### config.mk
export PLATFORM = sky130hd
export DESIGN_NAME = sha256_byte_stream_hasher
export DESIGN_NICKNAME = d
export VERILOG_FILES = /design/src/hw/rtl/sha_pkg.sv /design/src/hw/rtl/sha_front.sv /design/src/hw/rtl/sha_back.sv /design/src/hw/rtl/sha256_byte_stream_hasher.sv
export VERILOG_INCLUDE_DIRS = /design/src /design/src/hw/rtl
export SDC_FILE = /design/constraint.sdc
export NUM_CORES = 2
export LEC_CHECK = 0
export BUFFER_PORTS_ARGS = -buffer_cell sky130_fd_sc_hd__buf_2
export CORE_MARGIN = 2
export CORE_UTILIZATION = 50
export CTS_CLUSTER_DIAMETER = 60
export DETAILED_ROUTE_END_ITERATION = 8
export HOLD_SLACK_MARGIN = 0.05
export PLACE_DENSITY = 0.68
export SLEW_MARGIN = 30
export SYNTH_ARGS = -nofsm -noshare
export SYNTH_HDL_FRONTEND = slang
export SYNTH_SLANG_ARGS = --single-unit
### constraint.sdc
create_clock -name clk -period 22 [get_ports clk]
set_clock_uncertainty 0.05 [all_clocks]
set_input_delay 3.3 -clock clk [delete_from_list [all_inputs] [get_ports clk]]
set_output_delay 3.3 -clock clk [all_outputs]
set_load 0.02 [all_outputs]
### src/hw/rtl/sha256_byte_stream_hasher_assert.svh
// Assertion macros shared by the hasher RTL files.
`ifndef SHA256_BYTE_STREAM_HASHER_ASSERT_SVH
`define SHA256_BYTE_STREAM_HASHER_ASSERT_SVH
`ifndef SYNTHESIS
`define SHA_ASSERT_IMPL(label, clk, rst, prop, msg) \
  label: assert property (@(posedge clk) disable iff (rst) (prop)) else $error(msg);
`define SHA_ASSERT_NEVER(label, clk, rst, cond, msg) \
  label: assert property (@(posedge clk) disable iff (rst) !(cond)) else $error(msg);
`else
`define SHA_ASSERT_IMPL(label, clk, rst, prop, msg)
`define SHA_ASSERT_NEVER(label, clk, rst, cond, msg)
`endif
`endif

### src/hw/rtl/sha_pkg.sv
// Types, constants and round functions for the SHA-256 hasher.
package sha_pkg;

  typedef logic [31:0] word_t;

  // Request passed from the front to the back through the queue.
  typedef struct packed {
    logic [7:0] data_byte;
    logic       has_byte;
    logic       last_byte;
  } req_t;

  typedef enum logic [2:0] {
    ST_IDLE,
    ST_LOAD,
    ST_ROUND,
    ST_FOLD,
    ST_PAD,
    ST_EMIT
  } back_state_t;

  localparam word_t INIT_HASH [8] = '{
    32'h6a09e667, 32'hbb67ae85, 32'h3c6ef372, 32'ha54ff53a,
    32'h510e527f, 32'h9b05688c, 32'h1f83d9ab, 32'h5be0cd19
  };

  localparam logic [7:0] PAD_MARK = 8'h80;
  localparam logic [5:0] LEN_POS  = 6'd56;

  function automatic word_t round_const(input logic [5:0] t);
    word_t k [64];
    k = '{
      32'h428a2f98,32'h71374491,32'hb5c0fbcf,32'he9b5dba5,32'h3956c25b,32'h59f111f1,
      32'h923f82a4,32'hab1c5ed5,32'hd807aa98,32'h12835b01,32'h243185be,32'h550c7dc3,
      32'h72be5d74,32'h80deb1fe,32'h9bdc06a7,32'hc19bf174,32'he49b69c1,32'hefbe4786,
      32'h0fc19dc6,32'h240ca1cc,32'h2de92c6f,32'h4a7484aa,32'h5cb0a9dc,32'h76f988da,
      32'h983e5152,32'ha831c66d,32'hb00327c8,32'hbf597fc7,32'hc6e00bf3,32'hd5a79147,
      32'h06ca6351,32'h14292967,32'h27b70a85,32'h2e1b2138,32'h4d2c6dfc,32'h53380d13,
      32'h650a7354,32'h766a0abb,32'h81c2c92e,32'h92722c85,32'ha2bfe8a1,32'ha81a664b,
      32'hc24b8b70,32'hc76c51a3,32'hd192e819,32'hd6990624,32'hf40e3585,32'h106aa070,
      32'h19a4c116,32'h1e376c08,32'h2748774c,32'h34b0bcb5,32'h391c0cb3,32'h4ed8aa4a,
      32'h5b9cca4f,32'h682e6ff3,32'h748f82ee,32'h78a5636f,32'h84c87814,32'h8cc70208,
      32'h90befffa,32'ha4506ceb,32'hbef9a3f7,32'hc67178f2};
    return k[t];
  endfunction

  function automatic word_t ror(input word_t v, input int s);
    return (v >> s) | (v << (32 - s));
  endfunction

endpackage

### src/hw/rtl/sha_front.sv
// Input front: accepts requests, drops empty non-last ones, feeds a small queue.
`include "sha256_byte_stream_hasher_assert.svh"
module sha_front
  import sha_pkg::*;
(
  input  logic       clk,
  input  logic       rst,
  input  logic       in_valid,
  output logic       in_ready,
  input  req_t       in_req,
  output logic       q_valid,
  input  logic       q_pop,
  output req_t       q_req
);
  localparam int DEPTH = 4;
  req_t       mem [DEPTH];
  logic [1:0] wr_ptr, rd_ptr;
  logic [2:0] count;
  logic       push, pop;

  assign in_ready = (count != 3'(DEPTH));
  // Items that carry no byte and no end mark have no effect and are dropped.
  assign push = in_valid && in_ready && (in_req.has_byte || in_req.last_byte);
  assign q_valid = (count != 3'd0);
  assign pop = q_pop && q_valid;
  assign q_req = mem[rd_ptr];

  always_ff @(posedge clk) begin
    if (push) begin
      mem[wr_ptr] <= in_req;
    end
  end

  always_ff @(posedge clk) begin
    if (rst) begin
      wr_ptr <= '0;
      rd_ptr <= '0;
      count  <= '0;
    end else begin
      if (push) wr_ptr <= wr_ptr + 2'd1;
      if (pop) rd_ptr <= rd_ptr + 2'd1;
      count <= count + 3'(push) - 3'(pop);
    end
  end

  `SHA_ASSERT_NEVER(a_no_overflow, clk, rst, count > 3'(DEPTH), "queue count overflow")
  `SHA_ASSERT_IMPL(a_pop_nonempty, clk, rst, q_pop |-> q_valid, "pop from empty queue")
  `SHA_ASSERT_IMPL(a_full_stall, clk, rst, (count == 3'(DEPTH)) |-> !in_ready, "full not stalled")
endmodule

### src/hw/rtl/sha_back.sv
// Back end: block buffer, padding, 64-round compression and digest output.
`include "sha256_byte_stream_hasher_assert.svh"
module sha_back
  import sha_pkg::*;
(
  input  logic        clk,
  input  logic        rst,
  input  logic        q_valid,
  output logic        q_pop,
  input  req_t        q_req,
  output logic        out_valid,
  input  logic        out_ready,
  output logic [31:0] out_word,
  output logic [2:0]  out_index,
  output logic        out_last
);
  back_state_t state, state_next;

  word_t       buf_mem [16];
  logic [5:0]  byte_position;
  logic [63:0] message_bit_count;
  word_t       hash_words [8];
  word_t       wv [8];
  word_t       sched [16];
  logic [6:0]  round_counter;
  logic        final_blk;   // block being compressed holds the length and ends the message
  logic        need_pad;    // the message has ended and its padding is not finished
  logic [5:0]  pad_pos;
  logic        pad_mark_done;
  logic [2:0]  emit_idx;
  logic [4:0]  load_idx;    // sixteen word reads, then a final step to take the last word

  // Buffer write port, one byte a cycle while taking input or padding.
  logic       bw_en;
  logic [5:0] bw_addr;
  logic [7:0] bw_data;
  // Buffer read: one schedule word a cycle during load.
  word_t      load_word;

  // Bytes are kept big-endian inside each schedule word.
  always_ff @(posedge clk) begin
    if (bw_en) buf_mem[bw_addr[5:2]][{~bw_addr[1:0], 3'b000} +: 8] <= bw_data;
  end
  always_ff @(posedge clk) begin
    load_word <= buf_mem[load_idx[3:0]];
  end

  // Round datapath.
  word_t w15, w2, sg0, sg1, wnew, wt, big1, chs, big0, mj, t1, t2;
  logic  in_sched;
  assign in_sched = round_counter[6:4] != 3'd0;
  assign w15  = sched[1];
  assign w2   = sched[14];
  assign sg0  = ror(w15, 7) ^ ror(w15, 18) ^ (w15 >> 3);
  assign sg1  = ror(w2, 17) ^ ror(w2, 19) ^ (w2 >> 10);
  assign wnew = sched[0] + sg0 + sched[9] + sg1;
  assign wt   = in_sched ? wnew : sched[0];
  assign big1 = ror(wv[4], 6) ^ ror(wv[4], 11) ^ ror(wv[4], 25);
  assign chs  = (wv[4] & wv[5]) ^ (~wv[4] & wv[6]);
  assign t1   = wv[7] + big1 + chs + round_const(round_counter[5:0]) + wt;
  assign big0 = ror(wv[0], 2) ^ ror(wv[0], 13) ^ ror(wv[0], 22);
  assign mj   = (wv[0] & wv[1]) ^ (wv[0] & wv[2]) ^ (wv[1] & wv[2]);
  assign t2   = big0 + mj;

  // Byte written during padding; the length goes out most significant byte first.
  logic [63:0] len_shift;
  logic [7:0]  pad_byte;
  assign len_shift = message_bit_count >> {~pad_pos[2:0], 3'b000};
  always_comb begin
    if (!pad_mark_done) pad_byte = PAD_MARK;
    else if (final_blk && pad_pos >= LEN_POS) pad_byte = len_shift[7:0];
    else pad_byte = 8'h00;
  end

  always_comb begin
    state_next = state;
    q_pop = 1'b0;
    bw_en = 1'b0;
    bw_addr = byte_position;
    bw_data = q_req.data_byte;
    unique case (state)
      ST_IDLE: begin
        if (q_valid) begin
          q_pop = 1'b1;
          bw_en = q_req.has_byte;
          if (q_req.has_byte && byte_position == 6'd63) state_next = ST_LOAD;
          else if (q_req.last_byte) state_next = ST_PAD;
        end
      end
      ST_PAD: begin
        bw_en = 1'b1;
        bw_addr = pad_pos;
        bw_data = pad_byte;
        if (pad_pos == 6'd63) state_next = ST_LOAD;
      end
      ST_LOAD:  if (load_idx == 5'd16) state_next = ST_ROUND;
      ST_ROUND: if (round_counter == 7'd63) state_next = ST_FOLD;
      ST_FOLD: begin
        if (final_blk) state_next = ST_EMIT;
        else if (need_pad) state_next = ST_PAD;
        else state_next = ST_IDLE;
      end
      ST_EMIT:  if (out_ready && emit_idx == 3'd7) state_next = ST_IDLE;
      default:  state_next = ST_IDLE;
    endcase
  end

  always_ff @(posedge clk) begin
    if (rst) begin
      state <= ST_IDLE;
    end else begin
      state <= state_next;
    end
  end

  always_ff @(posedge clk) begin
    if (rst) begin
      byte_position <= '0;
      message_bit_count <= '0;
      round_counter <= '0;
      final_blk <= 1'b0;
      need_pad <= 1'b0;
      pad_pos <= '0;
      pad_mark_done <= 1'b0;
      emit_idx <= '0;
      load_idx <= '0;
      for (int i = 0; i < 8; i++) hash_words[i] <= INIT_HASH[i];
    end else begin
      unique case (state)
        ST_IDLE: begin
          if (q_valid) begin
            if (q_req.has_byte) begin
              byte_position <= byte_position + 6'd1;
              message_bit_count <= message_bit_count + 64'd8;
            end
            // The mark follows the last byte; a full block wraps it to byte 0.
            pad_pos <= byte_position + 6'(q_req.has_byte);
            pad_mark_done <= 1'b0;
            final_blk <= 1'b0;
            need_pad <= q_req.last_byte;
            load_idx <= '0;
          end
        end
        ST_PAD: begin
          pad_pos <= pad_pos + 6'd1;
          if (!pad_mark_done) begin
            pad_mark_done <= 1'b1;
            // The length fits in this block only when the mark lands before it.
            final_blk <= (pad_pos < LEN_POS);
          end
          load_idx <= '0;
        end
        ST_LOAD: begin
          load_idx <= load_idx + 5'd1;
          if (load_idx != 5'd0) begin
            for (int i = 0; i < 15; i++) sched[i] <= sched[i + 1];
            sched[15] <= load_word;
          end
          for (int i = 0; i < 8; i++) wv[i] <= hash_words[i];
          round_counter <= '0;
        end
        ST_ROUND: begin
          round_counter <= round_counter + 7'd1;
          for (int i = 0; i < 15; i++) sched[i] <= sched[i + 1];
          sched[15] <= wt;
          wv[7] <= wv[6]; wv[6] <= wv[5]; wv[5] <= wv[4]; wv[4] <= wv[3] + t1;
          wv[3] <= wv[2]; wv[2] <= wv[1]; wv[1] <= wv[0]; wv[0] <= t1 + t2;
        end
        ST_FOLD: begin
          for (int i = 0; i < 8; i++) hash_words[i] <= hash_words[i] + wv[i];
          round_counter <= '0;
          byte_position <= '0;
          pad_pos <= '0;
          emit_idx <= '0;
          // With the mark already out, the next block is zeros and the length.
          if (!final_blk && need_pad) final_blk <= pad_mark_done;
        end
        ST_EMIT: begin
          if (out_ready) begin
            emit_idx <= emit_idx + 3'd1;
            if (emit_idx == 3'd7) begin
              for (int i = 0; i < 8; i++) hash_words[i] <= INIT_HASH[i];
              message_bit_count <= '0;
              byte_position <= '0;
              final_blk <= 1'b0;
              need_pad <= 1'b0;
              pad_mark_done <= 1'b0;
            end
          end
        end
        default: ;
      endcase
    end
  end

  assign out_valid = (state == ST_EMIT);
  assign out_word  = hash_words[emit_idx];
  assign out_index = emit_idx;
  assign out_last  = (emit_idx == 3'd7);

  `SHA_ASSERT_IMPL(a_round_range, clk, rst, (state == ST_ROUND) |-> !round_counter[6], "bad round")
  `SHA_ASSERT_IMPL(a_emit_hold, clk, rst, (out_valid && !out_ready) |=> out_valid, "word dropped")
  `SHA_ASSERT_NEVER(a_pop_busy, clk, rst, q_pop && state != ST_IDLE, "pop while busy")
endmodule

### src/hw/rtl/sha256_byte_stream_hasher.sv
// SHA-256 hasher: byte request stream in, eight digest words out per message.
// An accepted request is registered in the queue before the back end writes its byte; a
// full block then passes the load, round and fold states, while no request is popped. A
// last request adds padding from the mark position to the end of the block and those
// states per block (a second padded block when the mark lands at byte 56 or later), then
// eight digest words go out. rst is synchronous, active high, and restores the initial
// hash state; a four-entry queue lets the input flow while a block compresses.
module sha256_byte_stream_hasher
  import sha_pkg::*;
(
  input  logic        clk,
  input  logic        rst,
  input  logic        s_tvalid,
  output logic        s_tready,
  input  logic [7:0]  s_tdata,   // [7:0] data_byte
  input  logic        s_tuser,   // has_byte
  input  logic        s_tlast,   // last_byte
  output logic        m_tvalid,
  input  logic        m_tready,
  output logic [39:0] m_tdata,   // [31:0] digest_word, [34:32] word_index, zero fill
  output logic        m_tlast    // last_word
);
  req_t        in_req, q_req;
  logic        q_valid, q_pop;
  logic [31:0] word;
  logic [2:0]  idx;

  // Pack the incoming request for the front queue.
  assign in_req = '{data_byte: s_tdata, has_byte: s_tuser, last_byte: s_tlast};

  sha_front u_front (
    .clk, .rst,
    .in_valid(s_tvalid), .in_ready(s_tready), .in_req,
    .q_valid, .q_pop, .q_req
  );

  sha_back u_back (
    .clk, .rst,
    .q_valid, .q_pop, .q_req,
    .out_valid(m_tvalid), .out_ready(m_tready),
    .out_word(word), .out_index(idx), .out_last(m_tlast)
  );

  assign m_tdata = {5'd0, idx, word};
endmodule
* Word-level counts from Yosys, hierarchy flattened
Memories as Yosys holds them, arrays and structs flattened. A register that Yosys moved wholly into a read port is not among the register bits.
Cells that the tools add are included.
** Storage, ports and cells
- Word-level logic and storage cells :: 293
- Bits in writable memories :: 1576
- Bits in read-only memories :: 2048
- Flip-flop bits (word level) :: 104
- Memories :: 6
- Input port bits :: 14
- Output and inout bits :: 43
** Memory list
- (no name shown) :: words 64, width 32, read ports 1, clocked after Yosys merged registers in 0, write ports 0, RTL line sha_pkg.sv:44 : return k[t];
- u_back.buf_mem :: words 16, width 32, read ports 1, clocked after Yosys merged registers in 1, write ports 1, RTL line sha_back.sv:19 : word_t buf_mem [16];
- u_back.sched :: words 16, width 32, read ports 16, clocked after Yosys merged registers in 0, write ports 16, RTL line sha_back.sv:24 : word_t sched [16];
- u_back.hash_words :: words 8, width 32, read ports 9, clocked after Yosys merged registers in 1, write ports 8, RTL line sha_back.sv:22 : word_t hash_words [8];
- u_back.wv :: words 8, width 32, read ports 8, clocked after Yosys merged registers in 0, write ports 8, RTL line sha_back.sv:23 : word_t wv [8];
- u_front.mem :: words 4, width 10, read ports 1, clocked after Yosys merged registers in 1, write ports 1, RTL line sha_front.sv:16 : req_t mem [DEPTH];
** Operators by class
- Equality and inequality tests :: 22
- $add $sub $neg :: 30
- Bitwise gates (word level) :: 70
- Reductions and logical operators :: 31
- Shift operators :: 3
- Magnitude comparators :: 3
- Mux-type cells :: 115
** Operator list (number)
- two-way mux 32 bit :: 44
- adder 32 bit :: 18
- bitwise XOR 32 bit :: 9
- two-way mux 64 bit :: 4
- AND 32 bit :: 5
- case mux 64 bit (2 select lines) :: 1
- adder 64 x 4 -> 64 bit, second input constant :: 1
- >> shifter 64 x 6 -> 8 bit :: 1
- OR 1 bit :: 40
- two-way mux 3 bit :: 12
- two-way mux 6 bit :: 6
- case mux 6 bit (3 select lines) :: 2
- two-way mux 1 bit :: 32
- inverter 32 bit :: 1
- OR 10 x 32 -> 32 bit :: 1
- OR 13 x 32 -> 32 bit :: 1
- OR 14 x 32 -> 32 bit :: 1
- OR 15 x 32 -> 32 bit :: 1
- OR 19 x 32 -> 32 bit :: 1
- OR 21 x 32 -> 32 bit :: 1
- OR 25 x 32 -> 32 bit :: 1
- OR 26 x 32 -> 32 bit :: 1
- OR 30 x 32 -> 32 bit :: 1
- OR 7 x 32 -> 32 bit :: 1
- 52 further kinds :: 88

* Depth between registers and ports, before layout
An unclocked memory read counts as a cell.
- Depth after elaboration :: 11
- Mapped depth :: 43
- Mapped depth without buffers :: 40

* Cells and area by module
Synthesis repeated with hierarchy kept, for this count alone.
** Unflattened totals
- Cells, all modules :: 7717
- Area, all modules :: 92138.4 um^2
** By module, submodules not included
- sha_back :: instances 1, cells each 7609, sequential area each 47425.5 um^2, area an instance 90155.2 um^2
- sha_front :: instances 1, cells each 102, sequential area each 1381.3 um^2, area an instance 1941.9 um^2
- sha256_byte_stream_hasher :: instances 1, cells each 6, sequential area each 0.0 um^2, area an instance 41.3 um^2

* Least setup slack after synthesis
No wires, ideal clock.
- Kind :: input port to flip-flop
- From :: input rst
- To :: memory u_back.wv[0][0] (netlist bit) (enable)
- Arrival time :: 22170 ps
- Data required time :: 20697 ps
- Cell stages on the path :: 2
- Library setup time :: 1253 ps
- Path buffers :: 1
- Slack :: -1474 ps
- Cells stage by stage :: clkbuf_1 a211oi_1
** RTL lines
- start, declared :: RTL line sha256_byte_stream_hasher.sv:12 : input logic rst,
- end, declared :: RTL line sha_back.sv:23

==> flow_metrics.py <==
metrics = {
    "cts": {
        "clk_pin_slew_ns": 0.06,
        "htree_levels": 4,
        "ctsResizeCount": 0,
        "postCtsSetupBuffers": 0,
        "numCtsBuffers": 192,
        "clk-insertion-delay-late_ns": 0.87,
        "clock_sinks": 1714,
        "max-clock-path-buffers": 3,
        "cts_hold_buf": 0,
        "cts_tree": "built",
        "clockRootBuffer": "clkbuf_16",
    },
    "final_layout": {
        "fillers": 15100,
        "layout.area.seq_um2": 48800,
        "area.growth.synth_to_final_pct": 10.4,
        "multi_input_area_um2": 41000,
        "postLayoutCellArea_um2": 102000,
        "nets": 8403,
        "diodes": 0,
        "final_layout_size_suffix_gt1_share_pct": 10.6,
    },
    "yosys": {
        "synth_top_cell_area_share_pct": 47.1,
        "syn_area_um2": 92400,
        "synth_edf_count": 1448,
        "ys_types": 99,
        "synthArstFlopShare_pct": 0,
        "synth_warnings": 0,
        "ys_top_cells_by_area": "edfxtp_1, mux4_2, dfxtp_1",
        "synth-seq-cells": 1714,
        "syn-mean-instance-area_um2": 11.8,
        "yosys.area.top_type": "edfxtp_1",
        "ys.flop_type": "edfxtp_1",
        "synth_cells": 7804,
        "ys_seq_area_share_pct": 52.8,
    },
    "sta": {
        "holdWs_ns": 0.352,
        "slew_viol_final": 0,
        "finalCriticalPeriod_ns": 10.62,
        "max_slew_margin_pct": 22.8,
        "post-route-period-util_pct": 48.3,
        "fmax_mhz": 94.1,
        "tns_ns": 0,
        "setup_violations": 0,
        "rsz0062_at_grt": "no",
        "hold_viol_final": 0,
        "tightest_slew_ns": 1.15,
    },
    "grt": {
        "grt_max_degree": 214,
        "overflow": 0,
        "first_global_vias": 59700,
        "track_usage_pct": 28.7,
        "grt_pass1_wl_mm": 399,
        "antenna_found_initial": 8,
    },
    "min_path": {
        "min_path_type": "flop to flop",
    },
    "worst_setup_path": {
        "cp-end-kind": "flop",
        "cp_slowest_cell": "o31ai_1",
        "cp_slowest_stage_delay_ns": 0.80,
        "arrival_ns": 11.13,
        "crit_required_ns": 22.50,
        "crit_top_cell": "fa_1",
        "crit_type": "flop to flop",
        "start_kind": "flop",
        "rrSetupSlack_ns": 11.38,
        "cp_max_fo": 6,
    },
    "drt": {
        "ant_nets": 0,
        "post-route-drc-count": 0,
        "firstDrtPassIters": 8,
        "vias": 62900,
        "wl_per_cell_um": 26.0,
        "totalWireLength_mm": 271,
        "drtIter0Drc": 7705,
        "vias_per_cell": 6.04,
    },
    "run_status": {
        "status": "finished clean",
    },
    "die": {
        "start_util_pct": 50.4,
        "design.core.area_um2": 183000,
        "io_pins": 57,
        "die_w_um": 434,
        "rows": 157,
        "fp.dieH_um": 434,
        "dieArea_um2": 188000,
    },
    "placed_design": {
        "portBuffers": 51,
        "place.gp.congestion": 1.01,
        "place_hpwl_mm": 197,
        "postPlaceCellArea_um2": 95300,
    },
    "job": {
        "drv_cap": 0,
    },
}
[final cells by class]
class                   count  area share (%)
multi-input cells        5347            40.2
clock inverters           122            1.44
repair buffers            147            1.13
clock buffers             239            4.99
inverters                 380            1.40
flip-flops and latches   1714            47.9
well taps                2464            3.02
[cell usage in the layout (no fill, tap or decap), drive strengths merged, types with 44 or more instances in the layout]
cell type and n:
clkinv 81, nor2b 65, ha 411, a211oi 55, mux4 255, mux2 52
o21a 44, dfxtp 266, fa 196, nand2 1135, nor3 98, nand3 130
xnor2 370, a21o 187, clkbuf 239, inv 394, edfxtp 1448, a21oi 466
a31oi 53, o21ai 384, o211ai 49, nor2 497, xor2 273, buf 147
nand2b 68, mux2i 50
[per-layer routing]
layer	global-route usage, %	wire length (um)
met5	0	0
met4	9.22	8630
met3	5.68	23700
met2	41.7	117000
met1	43.0	121000
[registers in the layout, indices dropped and copies added, names as in the netlist, 7 cells and up, named ones only]
register,cells
u_back.buf_mem,512
u_back.hash_words,256
u_back.load_word,32
u_back.message_bit_count,61
u_back.round_counter,7
u_back.sched,512
u_back.wv,256
u_front.mem,40
[final timing paths]
check	depth (start not counted)	end	from
max	32	u_back.wv[0][28]	u_back.sched[1][203]
min	0	u_back.sched[0][215]	u_back.sched[0][247]
max reg2reg	32	u_back.wv[0][28]	u_back.sched[1][203]
min reg2reg	0	u_back.sched[0][215]	u_back.sched[0][247]
[cells by family after synthesis]
| group | count (synthesis) | synth area share (%) |
|---|---|---|
| flip-flops | 1714 | 52.8 |
| buffers and inverters | 747 | 3.08 |
| adder cells (fa/ha/maj) | 626 | 10.0 |
| other | 1 | 0.00406 |
| XOR/XNOR | 643 | 6.09 |
| multiplexers | 357 | 7.43 |
| AND/OR/NAND/NOR | 2226 | 10.5 |
| AO/OA/AOI/OAI | 1490 | 10.1 |
[per-stage QoR]
step	utilization, %	setup WS, ns	std cells
after global placement	51.9	11.72	10000
after floorplan	-	5.78	7808
after CTS	55.6	11.57	10400
final	55.7	11.38	10400
after detailed placement	52.0	11.62	10000
after global routing	55.7	10.88	10400
[worst max-delay path, delay by kind of cell, from the launching register on]
family	cells	cell delay (ns)
AO/OA/AOI/OAI	17	5.18
XOR/XNOR	5	0.95
flip-flops	1	0.48
adder cells (fa/ha/maj)	8	3.47
buffers and inverters	1	0.05
AND/OR/NAND/NOR	1	0.12
[synth_stat cells, types with 16 or more instances]
master    instances
mux4_2          246
a21o_1          187
o21ai_0         378
nand2b_1         68
ha_1            411
o21a_1           44
and2_1           31
and4_1           17
buf_1            58
nand4_1          40
o31ai_1          38
xor2_1          273
a211o_1          16
xnor2_1         370
o21bai_1         40
nor2_1          496
or3_1            42
mux2i_1          50
fa_1            196
edfxtp_1       1448
mux2_2           52
o211ai_1         49
clkbuf_1        299
a31oi_1          52
dfxtp_1         266
and3_1           37
nand2_1        1134
maj3_1           19
a211oi_1         52
nor2b_1          65
nand3_1         130
a21oi_1         466
inv_1           378
nor3_1           97
Power is left out: the tool's default activity adds up to more than one toggle a clock period on the data nets, which glitch-free logic cannot reach.
